--- config.mk ---
export PLATFORM = sky130hd
export DESIGN_NAME = i2c_register_file_hbridge_pwm_top
export DESIGN_NICKNAME = d
export VERILOG_FILES = /design/src/rtl/i2crf_pkg.sv /design/src/rtl/i2c_register_file_hbridge_pwm_top.sv
export SDC_FILE = /design/constraint.sdc
export NUM_CORES = 1
export LEC_CHECK = 0
export BUFFER_PORTS_ARGS = -buffer_cell sky130_fd_sc_hd__buf_2
export CORE_UTILIZATION = 55
export CTS_BUF_LIST = sky130_fd_sc_hd__clkbuf_4 sky130_fd_sc_hd__clkbuf_8 sky130_fd_sc_hd__clkbuf_16
export DETAILED_ROUTE_END_ITERATION = 8
export HOLD_SLACK_MARGIN = 0.03
export PLACE_DENSITY = 0.75
export SKIP_LAST_GASP = 1
export SYNTH_ARGS = -nofsm -noshare
export SYNTH_HDL_FRONTEND = slang
export SYNTH_SLANG_ARGS = --single-unit
--- constraint.sdc ---
create_clock -name aclk -period 3.7 [get_ports aclk]
set_input_delay 0.555 -clock aclk [delete_from_list [all_inputs] [get_ports aclk]]
set_output_delay 0.555 -clock aclk [all_outputs]
set_load 0.005 [all_outputs]
--- src/rtl/i2crf_pkg.sv ---
// i2crf_pkg: shared types, register map and helper functions for the i2c register file
// used by i2c_register_file_hbridge_pwm_top; depends on nothing else
package i2crf_pkg;

    // bus event codes
    localparam logic [1:0] MODE_WRITE = 2'd0;
    localparam logic [1:0] MODE_READ  = 2'd1;
    localparam logic [1:0] MODE_STOP  = 2'd2;

    // update kinds on the result channel
    localparam logic [1:0] UPD_NONE   = 2'd0;
    localparam logic [1:0] UPD_BRIDGE = 2'd1;
    localparam logic [1:0] UPD_HEATER = 2'd2;
    localparam logic [1:0] UPD_IR     = 2'd3;

    // register map
    localparam logic [7:0] ADDR_API_MAJOR = 8'h00;
    localparam logic [7:0] ADDR_API_MINOR = 8'h01;
    localparam logic [7:0] ADDR_FW_MAJOR  = 8'h02;
    localparam logic [7:0] ADDR_FW_MINOR  = 8'h03;
    localparam logic [7:0] ADDR_STATUS    = 8'h04;
    localparam logic [7:0] ADDR_CAPS_LO   = 8'h05;
    localparam logic [7:0] ADDR_CAPS_HI   = 8'h06;
    localparam logic [7:0] BRIDGE_FIRST   = 8'h08;
    localparam logic [7:0] BRIDGE_LAST    = 8'h0B;
    localparam logic [7:0] HEATER_ADDR    = 8'h0C;
    localparam logic [7:0] IR_FIRST       = 8'h0D;
    localparam logic [7:0] IR_LAST        = 8'h10;
    localparam logic [7:0] TELE_FIRST     = 8'h11;
    localparam logic [7:0] TELE_LAST      = 8'h18;

    localparam logic [7:0]  API_MAJOR = 8'd1;
    localparam logic [7:0]  API_MINOR = 8'd0;
    localparam logic [7:0]  FW_MAJOR  = 8'd1;
    localparam logic [7:0]  FW_MINOR  = 8'd0;
    localparam logic [15:0] CAPS_MASK = 16'h0080;
    localparam logic [7:0]  UNMAPPED  = 8'hFF;

    localparam int NUM_CH   = 4;
    localparam int NUM_TELE = 8;

    typedef logic [NUM_CH-1:0][7:0]   chan_bytes_t;
    typedef logic [NUM_TELE-1:0][7:0] tele_bytes_t;

    typedef struct packed {
        logic [1:0]         mode;
        logic [7:0]         bus_byte;
        logic [11:0]        board_id_adc;
        logic [11:0]        supply_adc;
        logic [15:0]        fan_rpm;
        logic signed [15:0] heater_temperature;
        logic               alert_level;
        logic               hall_level;
        logic               rpm_valid;
        logic               temperature_valid;
    } in_item_t;

    typedef struct packed {
        logic       read_valid;
        logic [7:0] read_byte;
        logic [1:0] update_kind;
        logic [1:0] update_channel;
        logic [7:0] first_level;
        logic [7:0] second_level;
    } out_item_t;

    typedef struct packed {
        logic [7:0] first_level;
        logic [7:0] second_level;
    } bridge_lvl_t;

    // telemetry bytes, little endian words
    function automatic tele_bytes_t make_snapshot(input in_item_t it);
        tele_bytes_t t;
        t[0] = it.board_id_adc[7:0];
        t[1] = {4'h0, it.board_id_adc[11:8]};
        t[2] = it.supply_adc[7:0];
        t[3] = {4'h0, it.supply_adc[11:8]};
        t[4] = it.fan_rpm[7:0];
        t[5] = it.fan_rpm[15:8];
        t[6] = it.heater_temperature[7:0];
        t[7] = it.heater_temperature[15:8];
        return t;
    endfunction

    function automatic logic [7:0] status_byte(input in_item_t it);
        return {4'h0, it.temperature_valid, it.rpm_valid, it.hall_level, ~it.alert_level};
    endfunction

    // coast, brake, or forward/reverse with slow-decay duty
    function automatic bridge_lvl_t bridge_levels(input logic [7:0] v);
        bridge_lvl_t r;
        logic [7:0]  lvl;
        lvl = 8'hFF - {v[6:0], 1'b0};
        if (v == 8'h00) begin
            r = '{first_level: 8'h00, second_level: 8'h00};
        end else if (v == 8'hFF) begin
            r = '{first_level: 8'hFF, second_level: 8'hFF};
        end else if (v[7]) begin
            r = '{first_level: lvl, second_level: 8'hFF};
        end else begin
            r = '{first_level: 8'hFF, second_level: lvl};
        end
        return r;
    endfunction

endpackage

--- src/rtl/i2c_register_file_hbridge_pwm_top.sv ---
// i2c_register_file_hbridge_pwm_top: register file behind an i2c target, one bus event per item
// depends on i2crf_pkg for payload types, register map and level functions
//
//   channel | ports                      | payload
//   --------+----------------------------+-----------------------------
//   events  | s_valid, s_ready, s_data   | in_item_t (mode, bus byte, sensors)
//   results | m_valid, m_ready, m_data   | out_item_t (read byte, drive update)
//
// an event is captured in an input register, decoded combinationally and lands in
// the result register; throughput is one event per cycle while m_ready stays high.
// aresetn is synchronous active low; it clears the pointer, settings and snapshot.
// when m_ready is low the result register holds and one more event is buffered
// in the input register before s_ready drops.
module i2c_register_file_hbridge_pwm_top
    import i2crf_pkg::*;
(
    input  logic      aclk,
    input  logic      aresetn,
    input  logic      s_valid,
    output logic      s_ready,
    input  in_item_t  s_data,
    output logic      m_valid,
    input  logic      m_ready,
    output out_item_t m_data
);

    logic        in_valid_reg, in_valid_next;
    in_item_t    in_data_reg;
    logic        m_valid_reg, m_valid_next;
    out_item_t   m_data_reg, m_data_next;

    logic [7:0]  ptr_reg, ptr_next;
    logic        await_reg, await_next;
    chan_bytes_t bridge_reg, bridge_next;
    logic [7:0]  heater_reg, heater_next;
    chan_bytes_t ir_reg, ir_next;
    tele_bytes_t tele_reg, tele_next;

    logic        advance;
    logic        fire;
    logic [7:0]  wr_byte;
    logic [7:0]  bridge_off, ir_off, tele_off;
    logic [7:0]  rd_byte;
    bridge_lvl_t lvls;
    tele_bytes_t fresh_tele;

    assign advance = !m_valid_reg || m_ready;
    assign fire    = advance && in_valid_reg;
    assign s_ready = !in_valid_reg || advance;
    assign m_valid = m_valid_reg;
    assign m_data  = m_data_reg;

    assign wr_byte    = in_data_reg.bus_byte;
    assign bridge_off = ptr_reg - BRIDGE_FIRST;
    assign ir_off     = ptr_reg - IR_FIRST;
    assign tele_off   = ptr_reg - TELE_FIRST;
    assign lvls       = bridge_levels(wr_byte);
    assign fresh_tele = make_snapshot(in_data_reg);

    // read mux; a read at the first telemetry register sees the fresh sample
    always_comb begin
        rd_byte = UNMAPPED;
        case (ptr_reg)
            ADDR_API_MAJOR: rd_byte = API_MAJOR;
            ADDR_API_MINOR: rd_byte = API_MINOR;
            ADDR_FW_MAJOR:  rd_byte = FW_MAJOR;
            ADDR_FW_MINOR:  rd_byte = FW_MINOR;
            ADDR_STATUS:    rd_byte = status_byte(in_data_reg);
            ADDR_CAPS_LO:   rd_byte = CAPS_MASK[7:0] | 8'h7F;
            ADDR_CAPS_HI:   rd_byte = 8'h00;
            HEATER_ADDR:    rd_byte = heater_reg;
            TELE_FIRST:     rd_byte = fresh_tele[0];
            default: begin
                if (ptr_reg >= BRIDGE_FIRST && ptr_reg <= BRIDGE_LAST) begin
                    rd_byte = bridge_reg[bridge_off[1:0]];
                end else if (ptr_reg >= IR_FIRST && ptr_reg <= IR_LAST) begin
                    rd_byte = ir_reg[ir_off[1:0]];
                end else if (ptr_reg >= TELE_FIRST && ptr_reg <= TELE_LAST) begin
                    rd_byte = tele_reg[tele_off[2:0]];
                end
            end
        endcase
    end

    always_comb begin
        ptr_next    = ptr_reg;
        await_next  = await_reg;
        bridge_next = bridge_reg;
        heater_next = heater_reg;
        ir_next     = ir_reg;
        tele_next   = tele_reg;
        m_data_next = '0;

        if (fire) begin
            case (in_data_reg.mode)
                MODE_WRITE: begin
                    if (await_reg) begin
                        ptr_next   = wr_byte;
                        await_next = 1'b0;
                        if (wr_byte >= TELE_FIRST && wr_byte <= TELE_LAST) begin
                            tele_next = fresh_tele;
                        end
                    end else begin
                        if (ptr_reg >= BRIDGE_FIRST && ptr_reg <= BRIDGE_LAST) begin
                            bridge_next[bridge_off[1:0]] = wr_byte;
                            m_data_next.update_kind      = UPD_BRIDGE;
                            m_data_next.update_channel   = bridge_off[1:0];
                            m_data_next.first_level      = lvls.first_level;
                            m_data_next.second_level     = lvls.second_level;
                        end else if (ptr_reg == HEATER_ADDR) begin
                            heater_next             = wr_byte;
                            m_data_next.update_kind = UPD_HEATER;
                            m_data_next.first_level = wr_byte;
                        end else if (ptr_reg >= IR_FIRST && ptr_reg <= IR_LAST) begin
                            ir_next[ir_off[1:0]]       = wr_byte;
                            m_data_next.update_kind    = UPD_IR;
                            m_data_next.update_channel = ir_off[1:0];
                            m_data_next.first_level    = wr_byte;
                        end
                        // unmapped writes drop the byte but still advance
                        ptr_next = ptr_reg + 8'd1;
                    end
                end
                MODE_READ: begin
                    if (ptr_reg == TELE_FIRST) begin
                        tele_next = fresh_tele;
                    end
                    m_data_next.read_valid = 1'b1;
                    m_data_next.read_byte  = rd_byte;
                    ptr_next               = ptr_reg + 8'd1;
                end
                MODE_STOP: begin
                    await_next = 1'b1;
                end
                default: begin
                end
            endcase
        end
    end

    always_comb begin
        if (s_valid && s_ready) begin
            in_valid_next = 1'b1;
        end else if (advance) begin
            in_valid_next = 1'b0;
        end else begin
            in_valid_next = in_valid_reg;
        end
        m_valid_next = advance ? in_valid_reg : m_valid_reg;
    end

    always_ff @(posedge aclk) begin
        if (!aresetn) begin
            in_valid_reg <= 1'b0;
            m_valid_reg  <= 1'b0;
            ptr_reg      <= '0;
            await_reg    <= 1'b1;
            bridge_reg   <= '0;
            heater_reg   <= '0;
            ir_reg       <= '0;
            tele_reg     <= '0;
        end else begin
            in_valid_reg <= in_valid_next;
            m_valid_reg  <= m_valid_next;
            ptr_reg      <= ptr_next;
            await_reg    <= await_next;
            bridge_reg   <= bridge_next;
            heater_reg   <= heater_next;
            ir_reg       <= ir_next;
            tele_reg     <= tele_next;
        end
    end

    // payload registers, no reset
    always_ff @(posedge aclk) begin
        if (s_valid && s_ready) begin
            in_data_reg <= s_data;
        end
        if (fire) begin
            m_data_reg <= m_data_next;
        end
    end

    // a result never carries both a read answer and a drive update
    assert property (@(posedge aclk) disable iff (!aresetn)
        m_valid |-> (!m_data.read_valid || m_data.update_kind == UPD_NONE))
        else $error("read answer and drive update in one result");

    // without an update the level fields stay zero
    assert property (@(posedge aclk) disable iff (!aresetn)
        (m_valid && m_data.update_kind == UPD_NONE) |->
        (m_data.first_level == 8'h00 && m_data.second_level == 8'h00))
        else $error("levels set without an update");

    // a processed stop always re-arms the pointer phase
    assert property (@(posedge aclk) disable iff (!aresetn)
        (fire && in_data_reg.mode == MODE_STOP) |=> await_reg)
        else $error("stop did not re-arm pointer phase");

    // a read or data write always advances the pointer by one
    assert property (@(posedge aclk) disable iff (!aresetn)
        (fire && (in_data_reg.mode == MODE_READ ||
                  (in_data_reg.mode == MODE_WRITE && !await_reg)))
        |=> ptr_reg == $past(ptr_reg) + 8'd1)
        else $error("pointer did not advance");

    // input stage only blocks when both stages hold items
    assert property (@(posedge aclk) disable iff (!aresetn)
        !s_ready |-> (in_valid_reg && m_valid_reg))
        else $error("input stalled with free space");

endmodule

# After elaboration in Yosys (flattened, before gate mapping)
# Cells that the tools add are included.
# classes
n_addsub	5
mul	0
div_mod_pow	0
n_lt_le_gt_ge	13
n_eq_ne	14
shift	0
mux	34
n_bitwise	5
n_reduce_logical	29
# op_table
op	n
64-bit two-way mux	3
64-bit one-hot mux with 2 select lines	1
8-bit two-way mux	10
32-bit bitwise mux	2
16-bit two-way mux	3
8-bit one-hot mux with 6 select lines	1
8-bit binary-select mux with 2-bit select	2
8-bit demux with 2-bit select	2
8-bit binary-select mux with 3-bit select	1
8-bit by 3-bit == test with 1-bit output, second input constant	3
8-bit by 5-bit <= comparator with 1-bit output, second input constant	3
8-bit by 2-bit == test with 1-bit output, second input constant	2
8-bit by 4-bit >= comparator with 1-bit output, second input constant	2
8-bit by 5-bit >= comparator with 1-bit output, second input constant	2
8-bit logical NOT	2
8-bit one-hot mux with 2 select lines	1
12-bit two-way mux	1
11-bit two-way mux	1
5-bit AND reduction	2
9-bit two-way mux	1
8-bit by 1-bit adder with 8-bit output, second input constant	1
8-bit by 1-bit == test with 1-bit output, second input constant	1
8-bit by 4-bit == test with 1-bit output, second input constant	1
8-bit by 5-bit == test with 1-bit output, second input constant	1
26 further kinds	51
# word_totals
regBits	246
latchBits	0
mem_bits_rw	0
mem_bits_ro	0
input_bits	74
out_inout_bits	31
wordCells	138
n_memories	0

# Longest topological paths before layout
# Gate-level depths: netlist of the first run.
# logic_depth
depth_word	8
depth_mapped	10
depth_no_buf	7

# Worst setup path after synthesis of the first run
# Ideal clock, no wire load.
# synth_timing
path_type	register to register
from	register ptr_reg[0]
to	register m_data_reg, in the netlist m_data[27], data pin
setup_time_ns	0.255
t_arrival_ns	2.655
t_required_ns	3.445
slack_ns	0.791
path_stages_with_launch	11
path_buffers	4
period_less_slack_ns	2.909
path_cell_list	dfxtp_1 -> buf_2 -> clkinv_1 -> ha_1 -> buf_2 -> buf_1 -> buf_2 -> mux4_2 -> a21oi_1 -> nor3_1 -> o21ba_2
# synth_via
elab_chain_cells	7
word_cells_on_any_way	33
classes_between	add/sub (3); order compare (6); eq/ne (8); mux (10); reduce/logical (6)
# synth_lines
item	line	text
start, declared	i2c_register_file_hbridge_pwm_top.sv:32	logic [7:0] ptr_reg, ptr_next;
start signal, assigned	i2c_register_file_hbridge_pwm_top.sv:165	ptr_reg <= ptr_next;
3-bit by 1-bit subtractor with 3-bit output	i2c_register_file_hbridge_pwm_top.sv:56	assign tele_off = ptr_reg - TELE_FIRST;
8-bit binary-select mux with 3-bit select	i2c_register_file_hbridge_pwm_top.sv:79	rd_byte = tele_reg[tele_off[2:0]];
8-bit two-way mux (not written as such)	i2c_register_file_hbridge_pwm_top.sv:79	
8-bit two-way mux	i2c_register_file_hbridge_pwm_top.sv:78	end else if (ptr_reg >= TELE_FIRST && ptr_reg <= TELE_LAST) begin
8-bit two-way mux	i2c_register_file_hbridge_pwm_top.sv:76	end else if (ptr_reg >= IR_FIRST && ptr_reg <= IR_LAST) begin
8-bit two-way mux	i2c_register_file_hbridge_pwm_top.sv:74	if (ptr_reg >= BRIDGE_FIRST && ptr_reg <= BRIDGE_LAST) begin
8-bit one-hot mux with 6 select lines *	i2c_register_file_hbridge_pwm_top.sv:63	case (ptr_reg)
end signal, assigned	i2c_register_file_hbridge_pwm_top.sv:180	m_data_reg <= m_data_next;
end, declared	i2c_register_file_hbridge_pwm_top.sv:30	out_item_t m_data_reg, m_data_next;
# Every way passes the cells marked *; elsewhere a longest branch is shown, timed or not. The select of a mux whose other input is x is not followed.
# A chain may end at the register's enable or synchronous reset.

# Worst setup path in the final report of the first run
# layout_timing
from	register ptr_reg[0]
to	register m_data_reg, in the netlist m_data[25], data pin
# The elaborated chain is that of the path after synthesis.

==> impl_metrics.py, run 1 <==
metrics = {
    "global_route": {
        "grt_max_degree": 83,
        "grt_overflow": 0,
        "grtUsageTotal_pct": 24.97,
        "grt_pass1_vias": 6778,
        "grt_antenna_before_repair": 1,
        "grt_pass1_wl_um": 35990,
    },
    "critical_path": {
        "crit_type": "flip-flop to flip-flop",
        "critPathMaxFanout": 10,
        "cpMaxStageDelayCell": "a221oi_1",
        "r2r_slack_ns": 0.96,
        "critPathLaunchType": "flip-flop",
        "critical-path-max-stage-delay_ns": 0.52,
        "reg2reg_depth": 7,
        "reg2reg_from": "ptr_reg[0]",
        "worstReg2RegEnd": "m_data[25]",
        "cp_cell_sequence": "clkinv_1 > ha_1 > nor2b_1 > a221oi_1 > nand3_1 > o31ai_1 > o21ba_2",
        "required_ns": 3.98,
        "end_kind": "flip-flop",
        "path_delay_family": "compound AO/OA/AOI/OAI gates",
        "path_buf_inv": 1,
        "crit_arrival_ns": 3.02,
    },
    "clock_network": {
        "cts_setup_buffers": 0,
        "htreeDepth": 1,
        "cts_hold_buffers": 0,
        "cts_tree": "built",
        "clk_latency_ns": 0.52,
        "cts_buffers": 25,
        "clk_pin_slew_worst_paths_ns": 0.06,
        "cts.repair.resized": 0,
        "cts-root-buf": "clkbuf_16",
        "cts.path.max_buffers": 3,
        "cts_sinks": 238,
    },
    "worst_hold_path": {
        "min_to": "fresh_tele[1]",
        "min_from": "s_data[49]",
        "hold_path_class": "input pin to flip-flop",
        "hold_depth": 1,
    },
    "power_and_ir_drop": {
        "p_per_area_mw_per_mm2": 486.4,
        "vdd_ir_drop_max_mv": 0.6140,
        "p_leak_uw": 0.004544,
    },
    "route": {
        "ant_nets": 0,
        "vias_per_cell": 5.865,
        "wl_um": 23120,
        "vias": 7108,
        "drcViolationCount": 0,
        "wire_per_inst_um": 19.08,
        "first_iter_violations": 529,
        "drt_pass1_iterations": 5,
    },
    "job": {
        "drv_cap": 0,
    },
    "synthesis": {
        "postSynthAreaPerCell_um2": 11.34,
        "synth.cell_area_mm2": 0.01005,
        "yosysTopAreaCell": "edfxtp_1",
        "syn-num-nets": 966,
        "synth_edf_count": 99,
        "synth_cell_types": 58,
        "synth_flop_cell": "dfxtp_1",
        "synth_top_area_share_pct": 29.57,
        "async_flop_share_pct": 0,
        "yosysWarnings": 0,
        "ys_ff_latch": 238,
        "syn_inst": 887,
        "synth.area.top_cells": "edfxtp_1 (30%), dfxtp_1 (28%), mux2i_1 (7.9%)",
        "seq_area_frac_synth_pct": 57.24,
    },
    "floorplanning": {
        "start_util_pct": 55.97,
        "pin_count": 105,
        "dieArea_mm2": 0.01883,
        "die_w_um": 137.2,
        "fp.dieH_um": 137.2,
        "rows": 49,
        "core_area_mm2": 0.01796,
    },
    "timing": {
        "setup_viol": 0,
        "worst_slew_pin_slew_ns": 0.7641,
        "hold_viol_final": 0,
        "relSlewSlack_pct": 49.06,
        "slew_viol_final": 0,
        "fmax_mhz": 364.8,
        "grt_setup_unrepaired": "false",
        "fin_tns_setup_ns": 0,
        "finClkSkew_ns": 0.02120,
        "min_period_ns": 2.741,
        "finalCritPeriodShare_pct": 74.09,
        "setup_ws_ns": 0.9587,
    },
    "layout": {
        "final_net_count": 1044,
        "final_util_pct": 64.35,
        "drive_above_1_share_pct": 22.38,
        "synthToLayoutAreaGrowth_pct": 14.97,
        "num_antenna_cells": 0,
    },
    "run_status": {
        "status": "finished, final reports clean",
    },
    "place": {
        "pre_cts_ws_ns": 0.9864,
        "gp_congestion": 0.9229,
        "dpl.hpwl_um": 15450,
        "io_buffers": 104,
    },
}
synthesized netlist by cell type (all sizes together), types with 3 or more instances:
master	instances
nor4	5
dfxtp	139
o22ai	4
nor3	11
or3	5
o211a	4
and3	3
o21ba	3
nand3	75
a22o	4
and4	3
and2	4
ha	5
buf	17
a221oi	3
nor2b	46
a211oi	4
clkbuf	53
nand2	128
edfxtp	99
a31o	4
inv	5
mux2i	79
a21oi	29
a221o	4
nand2b	4
nor2	13
o21ai	69
mux4	28
o31ai	7
kinds of logic after synthesis:
logic type                 after synthesis  share of synthesized area [%]
xor gates and xnor gates                 2                         0.1742
buffers and inverters                   77                          3.099
AOI/OAI and AO/OA                      150                          9.346
muxes                                  107                          14.14
DFF                                    238                          57.24
and+or+nand+nor                        308                          15.38
adders and majority gates                5                         0.6222
cell usage in the layout (no fill, tap or decap), types with 4 or more instances in the layout:
cell       instances
edfxtp_1          99
nor2b_1           46
o21ai_0           69
buf_4             16
nor3_1            11
buf_2            103
mux4_2            28
clkbuf_4           9
a22o_1             4
nor4_1             5
inv_1              5
a31o_2             4
a221o_1            4
mux2i_1           79
a21oi_1           28
a211oi_1           4
nand2_1          128
dfxtp_1          138
nand3_2            8
or3_1              5
clkbuf_8           7
o22ai_1            4
nor2_1            11
nand3_1           67
o31ai_1            7
clkbuf_16         25
ha_1               5
nand2b_1           4
power breakdown:
group	internal, uW	switching (uW)
logic	127	198
clock network	1460	981
registers	2810	52.0
through the flow:
| step | power, uW | hold WS [ns] | std cells | area (um2) |
|---|---|---|---|---|
| floorplan | 3100 | 0.4328 | 887 | 10050 |
| global placement | 3233 | 0.4408 | 1167 | 10740 |
| finish | 5622 | 0.2070 | 1212 | 11560 |
| detailed placement | 3236 | 0.4499 | 1167 | 10740 |
| global route | 5785 | 0.2017 | 1212 | 11560 |
| CTS | 5649 | 0.2020 | 1212 | 11560 |
layout make-up:
cell class | count | area [um2]
Clock buffer | 41 | 789.5
Tap cell | 229 | 286.5
Sequential cell | 238 | 5757
Inverter | 7 | 26.28
Timing Repair Buffer | 121 | 675.6
Fill cell | 1406 | 6404
Multi-Input combinational cell | 572 | 3999
Clock inverter | 4 | 26.28
per-layer routing:
| layer | up-vias | wire length, um | GRT usage (%) |
|---|---|---|---|
| met3 | 64 | 1411 | 4.231 |
| li1 | 3380 | - | - |
| met2 | 266 | 10890 | 40.38 |
| met4 | 0 | 939 | 11.17 |
| met5 | - | 0 | 0 |
| met1 | 3398 | 9879 | 33.00 |
how the worst max path moves through the flow:
| stage | from | endpoint | slack, ns | cells past startpoint |
|---|---|---|---|---|
| global placement | ptr_reg[0] | m_data[21] | 1.03 | 7 |
| floorplan | ptr_reg[0] | m_data[27] | 0.79 | 10 |
| finish | ptr_reg[0] | m_data[25] | 0.96 | 7 |
| CTS | ptr_reg[0] | m_data[21] | 0.97 | 7 |
| detailed placement | ptr_reg[0] | m_data[22] | 0.99 | 7 |
| global route | wr_byte[5] | tele_reg[24] | 0.82 | 6 |
Power figures use the tool's default switching activity.
==> inputs of run 2 (changes only) <==
--- a/config.mk
+++ b/config.mk
@@ -6,11 +6,11 @@
 export NUM_CORES = 1
 export LEC_CHECK = 0
 export BUFFER_PORTS_ARGS = -buffer_cell sky130_fd_sc_hd__buf_2
-export CORE_UTILIZATION = 55
+export CORE_UTILIZATION = 53
 export CTS_BUF_LIST = sky130_fd_sc_hd__clkbuf_4 sky130_fd_sc_hd__clkbuf_8 sky130_fd_sc_hd__clkbuf_16
 export DETAILED_ROUTE_END_ITERATION = 8
 export HOLD_SLACK_MARGIN = 0.03
-export PLACE_DENSITY = 0.75
+export PLACE_DENSITY = 0.76
 export SKIP_LAST_GASP = 1
 export SYNTH_ARGS = -nofsm -noshare
 export SYNTH_HDL_FRONTEND = slang
==> constraint.sdc (replaced) <==
create_clock -name aclk -period 2.3 [get_ports aclk]
set_input_delay 0.345 -clock aclk [delete_from_list [all_inputs] [get_ports aclk]]
set_output_delay 0.345 -clock aclk [all_outputs]
set_load 0.005 [all_outputs]
==> run 2 against run 1 <==
- sequential power up 60%
- flip-flop and latch count unchanged
- combinational power up 130%
- worst hold slack worse by 0.11 ns
- clock-buffer cell count down 6
- worst setup slack worse by 0.92 ns
- clock power up 51%
- fmax up 21%
- routed wire length up 11%
- largest cell class unchanged
==> impl_metrics.py, run 2 (same netlist as run 1, synthesis figures left out) <==
metrics = {
    "timing": {
        "finalCritPeriodShare_pct": 98.35,
        "finClkSkew_ns": 0.01019,
        "grt_setup_unrepaired": "false",
        "setup_ws_ns": 0.03789,
        "hold_viol_final": 0,
        "relSlewSlack_pct": 60.84,
        "min_period_ns": 2.262,
        "fmax_mhz": 442.1,
        "worst_slew_pin_slew_ns": 0.5798,
        "slew_viol_final": 0,
        "setup_viol": 0,
    },
    "floorplanning": {
        "dieArea_mm2": 0.01953,
        "pin_count": 105,
        "core_area_mm2": 0.01864,
        "start_util_pct": 53.93,
        "rows": 50,
        "die_w_um": 139.7,
        "fp.dieH_um": 139.7,
    },
    "power_and_ir_drop": {
        "vdd_ir_drop_max_mv": 0.5257,
        "combPwrFrac_pct": 8.5,
        "fin_total_pwr_uw": 9021,
        "power_frac_clock_pct": 40.8,
        "p_per_area_mw_per_mm2": 699.1,
        "p_seq_share_pct": 50.7,
        "p_switching_uw": 2021,
        "internal_power_uw": 7000,
        "p_leak_uw": 0.005179,
        "switching_share_pct": 22.40,
    },
    "clock_network": {
        "clk_pin_slew_worst_paths_ns": 0.06,
        "cts-root-buf": "clkbuf_16",
        "clk_latency_ns": 0.51,
        "cts.path.max_buffers": 3,
        "htreeDepth": 1,
        "cts_tree": "built",
        "cts_sinks": 238,
        "cts_buffers": 24,
    },
    "worst_hold_path": {
        "hold_path_class": "input pin to flip-flop",
        "hold_depth": 3,
    },
    "global_route": {
        "grtUsageTotal_pct": 25.93,
        "grt_pass1_vias": 7394,
        "grt_max_degree": 63,
        "grt_overflow": 0,
        "grt_antenna_before_repair": 0,
        "grt_pass1_wl_um": 39490,
    },
    "critical_path": {
        "crit_arrival_ns": 2.51,
        "critPathLaunchType": "flip-flop",
        "critPathMaxFanout": 6,
        "r2r_slack_ns": 0.04,
        "critical-path-max-stage-delay_ns": 0.55,
        "required_ns": 2.55,
        "reg2reg_depth": 5,
        "crit_type": "flip-flop to flip-flop",
        "end_kind": "flip-flop",
        "cpMaxStageDelayCell": "or4_4",
        "cp_cell_sequence": "or4_4 > or3_4 > and2_0 > o22ai_1 > o32ai_2",
    },
    "layout": {
        "final_net_count": 1173,
        "final_cells": 1346,
        "mostFrequentLayoutCells": "dfxtp_1 (135), nand2_1 (128), buf_2 (103)",
        "num_antenna_cells": 0,
        "final_util_pct": 69.21,
        "drive_above_1_share_pct": 26.26,
        "final_common_cell": "dfxtp_1",
        "synthToLayoutAreaGrowth_pct": 28.32,
    },
    "route": {
        "vias_per_cell": 5.707,
        "wl_um": 25640,
        "ant_nets": 0,
        "drcViolationCount": 0,
        "drt_pass1_iterations": 5,
        "first_iter_violations": 601,
        "vias": 7682,
        "wire_per_inst_um": 19.05,
    },
    "place": {
        "pre_cts_ws_ns": -0.1017,
        "io_buffers": 104,
        "gp_congestion": 0.9621,
        "dp_cells": 1225,
        "dpl.hpwl_um": 16450,
    },
    "run_status": {
        "status": "finished, final reports clean",
    },
    "job": {
        "drv_cap": 0,
    },
}
==> run 2: changes by cell type in the layout (fill, tap and decap cells not counted), moves of 3 or more <==
cell,previous run,this run
dlygate4sd3_1,0,70
buf_4,16,64
buf_12,2,13
clkbuf_8,7,0
clkinv_2,2,5
dfxtp_1,138,135
==> run 2: layout make-up <==
class / count / area, um2
Multi-Input combinational cell: 572 / 4101
Inverter: 7 / 31.28
Tap cell: 234 / 292.8
Sequential cell: 238 / 5763
Timing Repair Buffer: 251 / 1968
Fill cell: 1316 / 5741
Clock inverter: 9 / 45.04
Clock buffer: 35 / 700.7
==> run 2: worst paths after layout <==
kind                                  from      endpoint
worst max-delay path            ptr_reg[4]    m_data[21]
worst min-delay path               s_valid  in_valid_reg
worst max register to register  ptr_reg[4]    m_data[21]
worst min register to register  ir_reg[23]    ir_reg[23]
==> run 2: critical path: cells and delay by family, from the launching register on <==
kind            cells  cell delay, ns
simple gates        3            1.23
compound gates      2            0.44
flops               1            0.34
==> run 2: what timing repair did <==
item / 4_1_cts / 5_1_grt
setup buffers: 0 / 7
hold buffers: 70 / 0
pin swaps: 0 / 4
endpoints found under the setup margin: 5 / 33
gates resized for setup: 2 / 18
hold endpoints to repair: 70 / 0
==> run 2: per-layer routing <==
layer / up-vias / track usage, % / routed length (um)
li1: 3640 / - / -
met1: 3704 / 34.38 / 10710
met2: 286 / 44.03 / 12680
met3: 52 / 3.923 / 1582
met4: 0 / 7.692 / 670
met5: - / 0 / 0
==> run 2: power groups by stage <==
stage	sequential, uW	clock [uW]	combinational [uW]
after global routing	4580	3880	811
after CTS	4570	3720	708
after floorplan	4650	0	346
after global placement	4660	0	605
after detailed placement	4660	0	612
final	4570	3680	765
==> run 2: metrics by stage <==
step | hold WS (ns) | TNS [ns] | area [um2]
after global routing | 0.1056 | 0 | 12900
after global placement | 0.4415 | -0.02073 | 11280
after CTS | 0.08361 | -0.006506 | 12740
final | 0.09309 | 0 | 12900
after floorplan | 0.4328 | 0 | 10080
after detailed placement | 0.4494 | -0.1303 | 11280
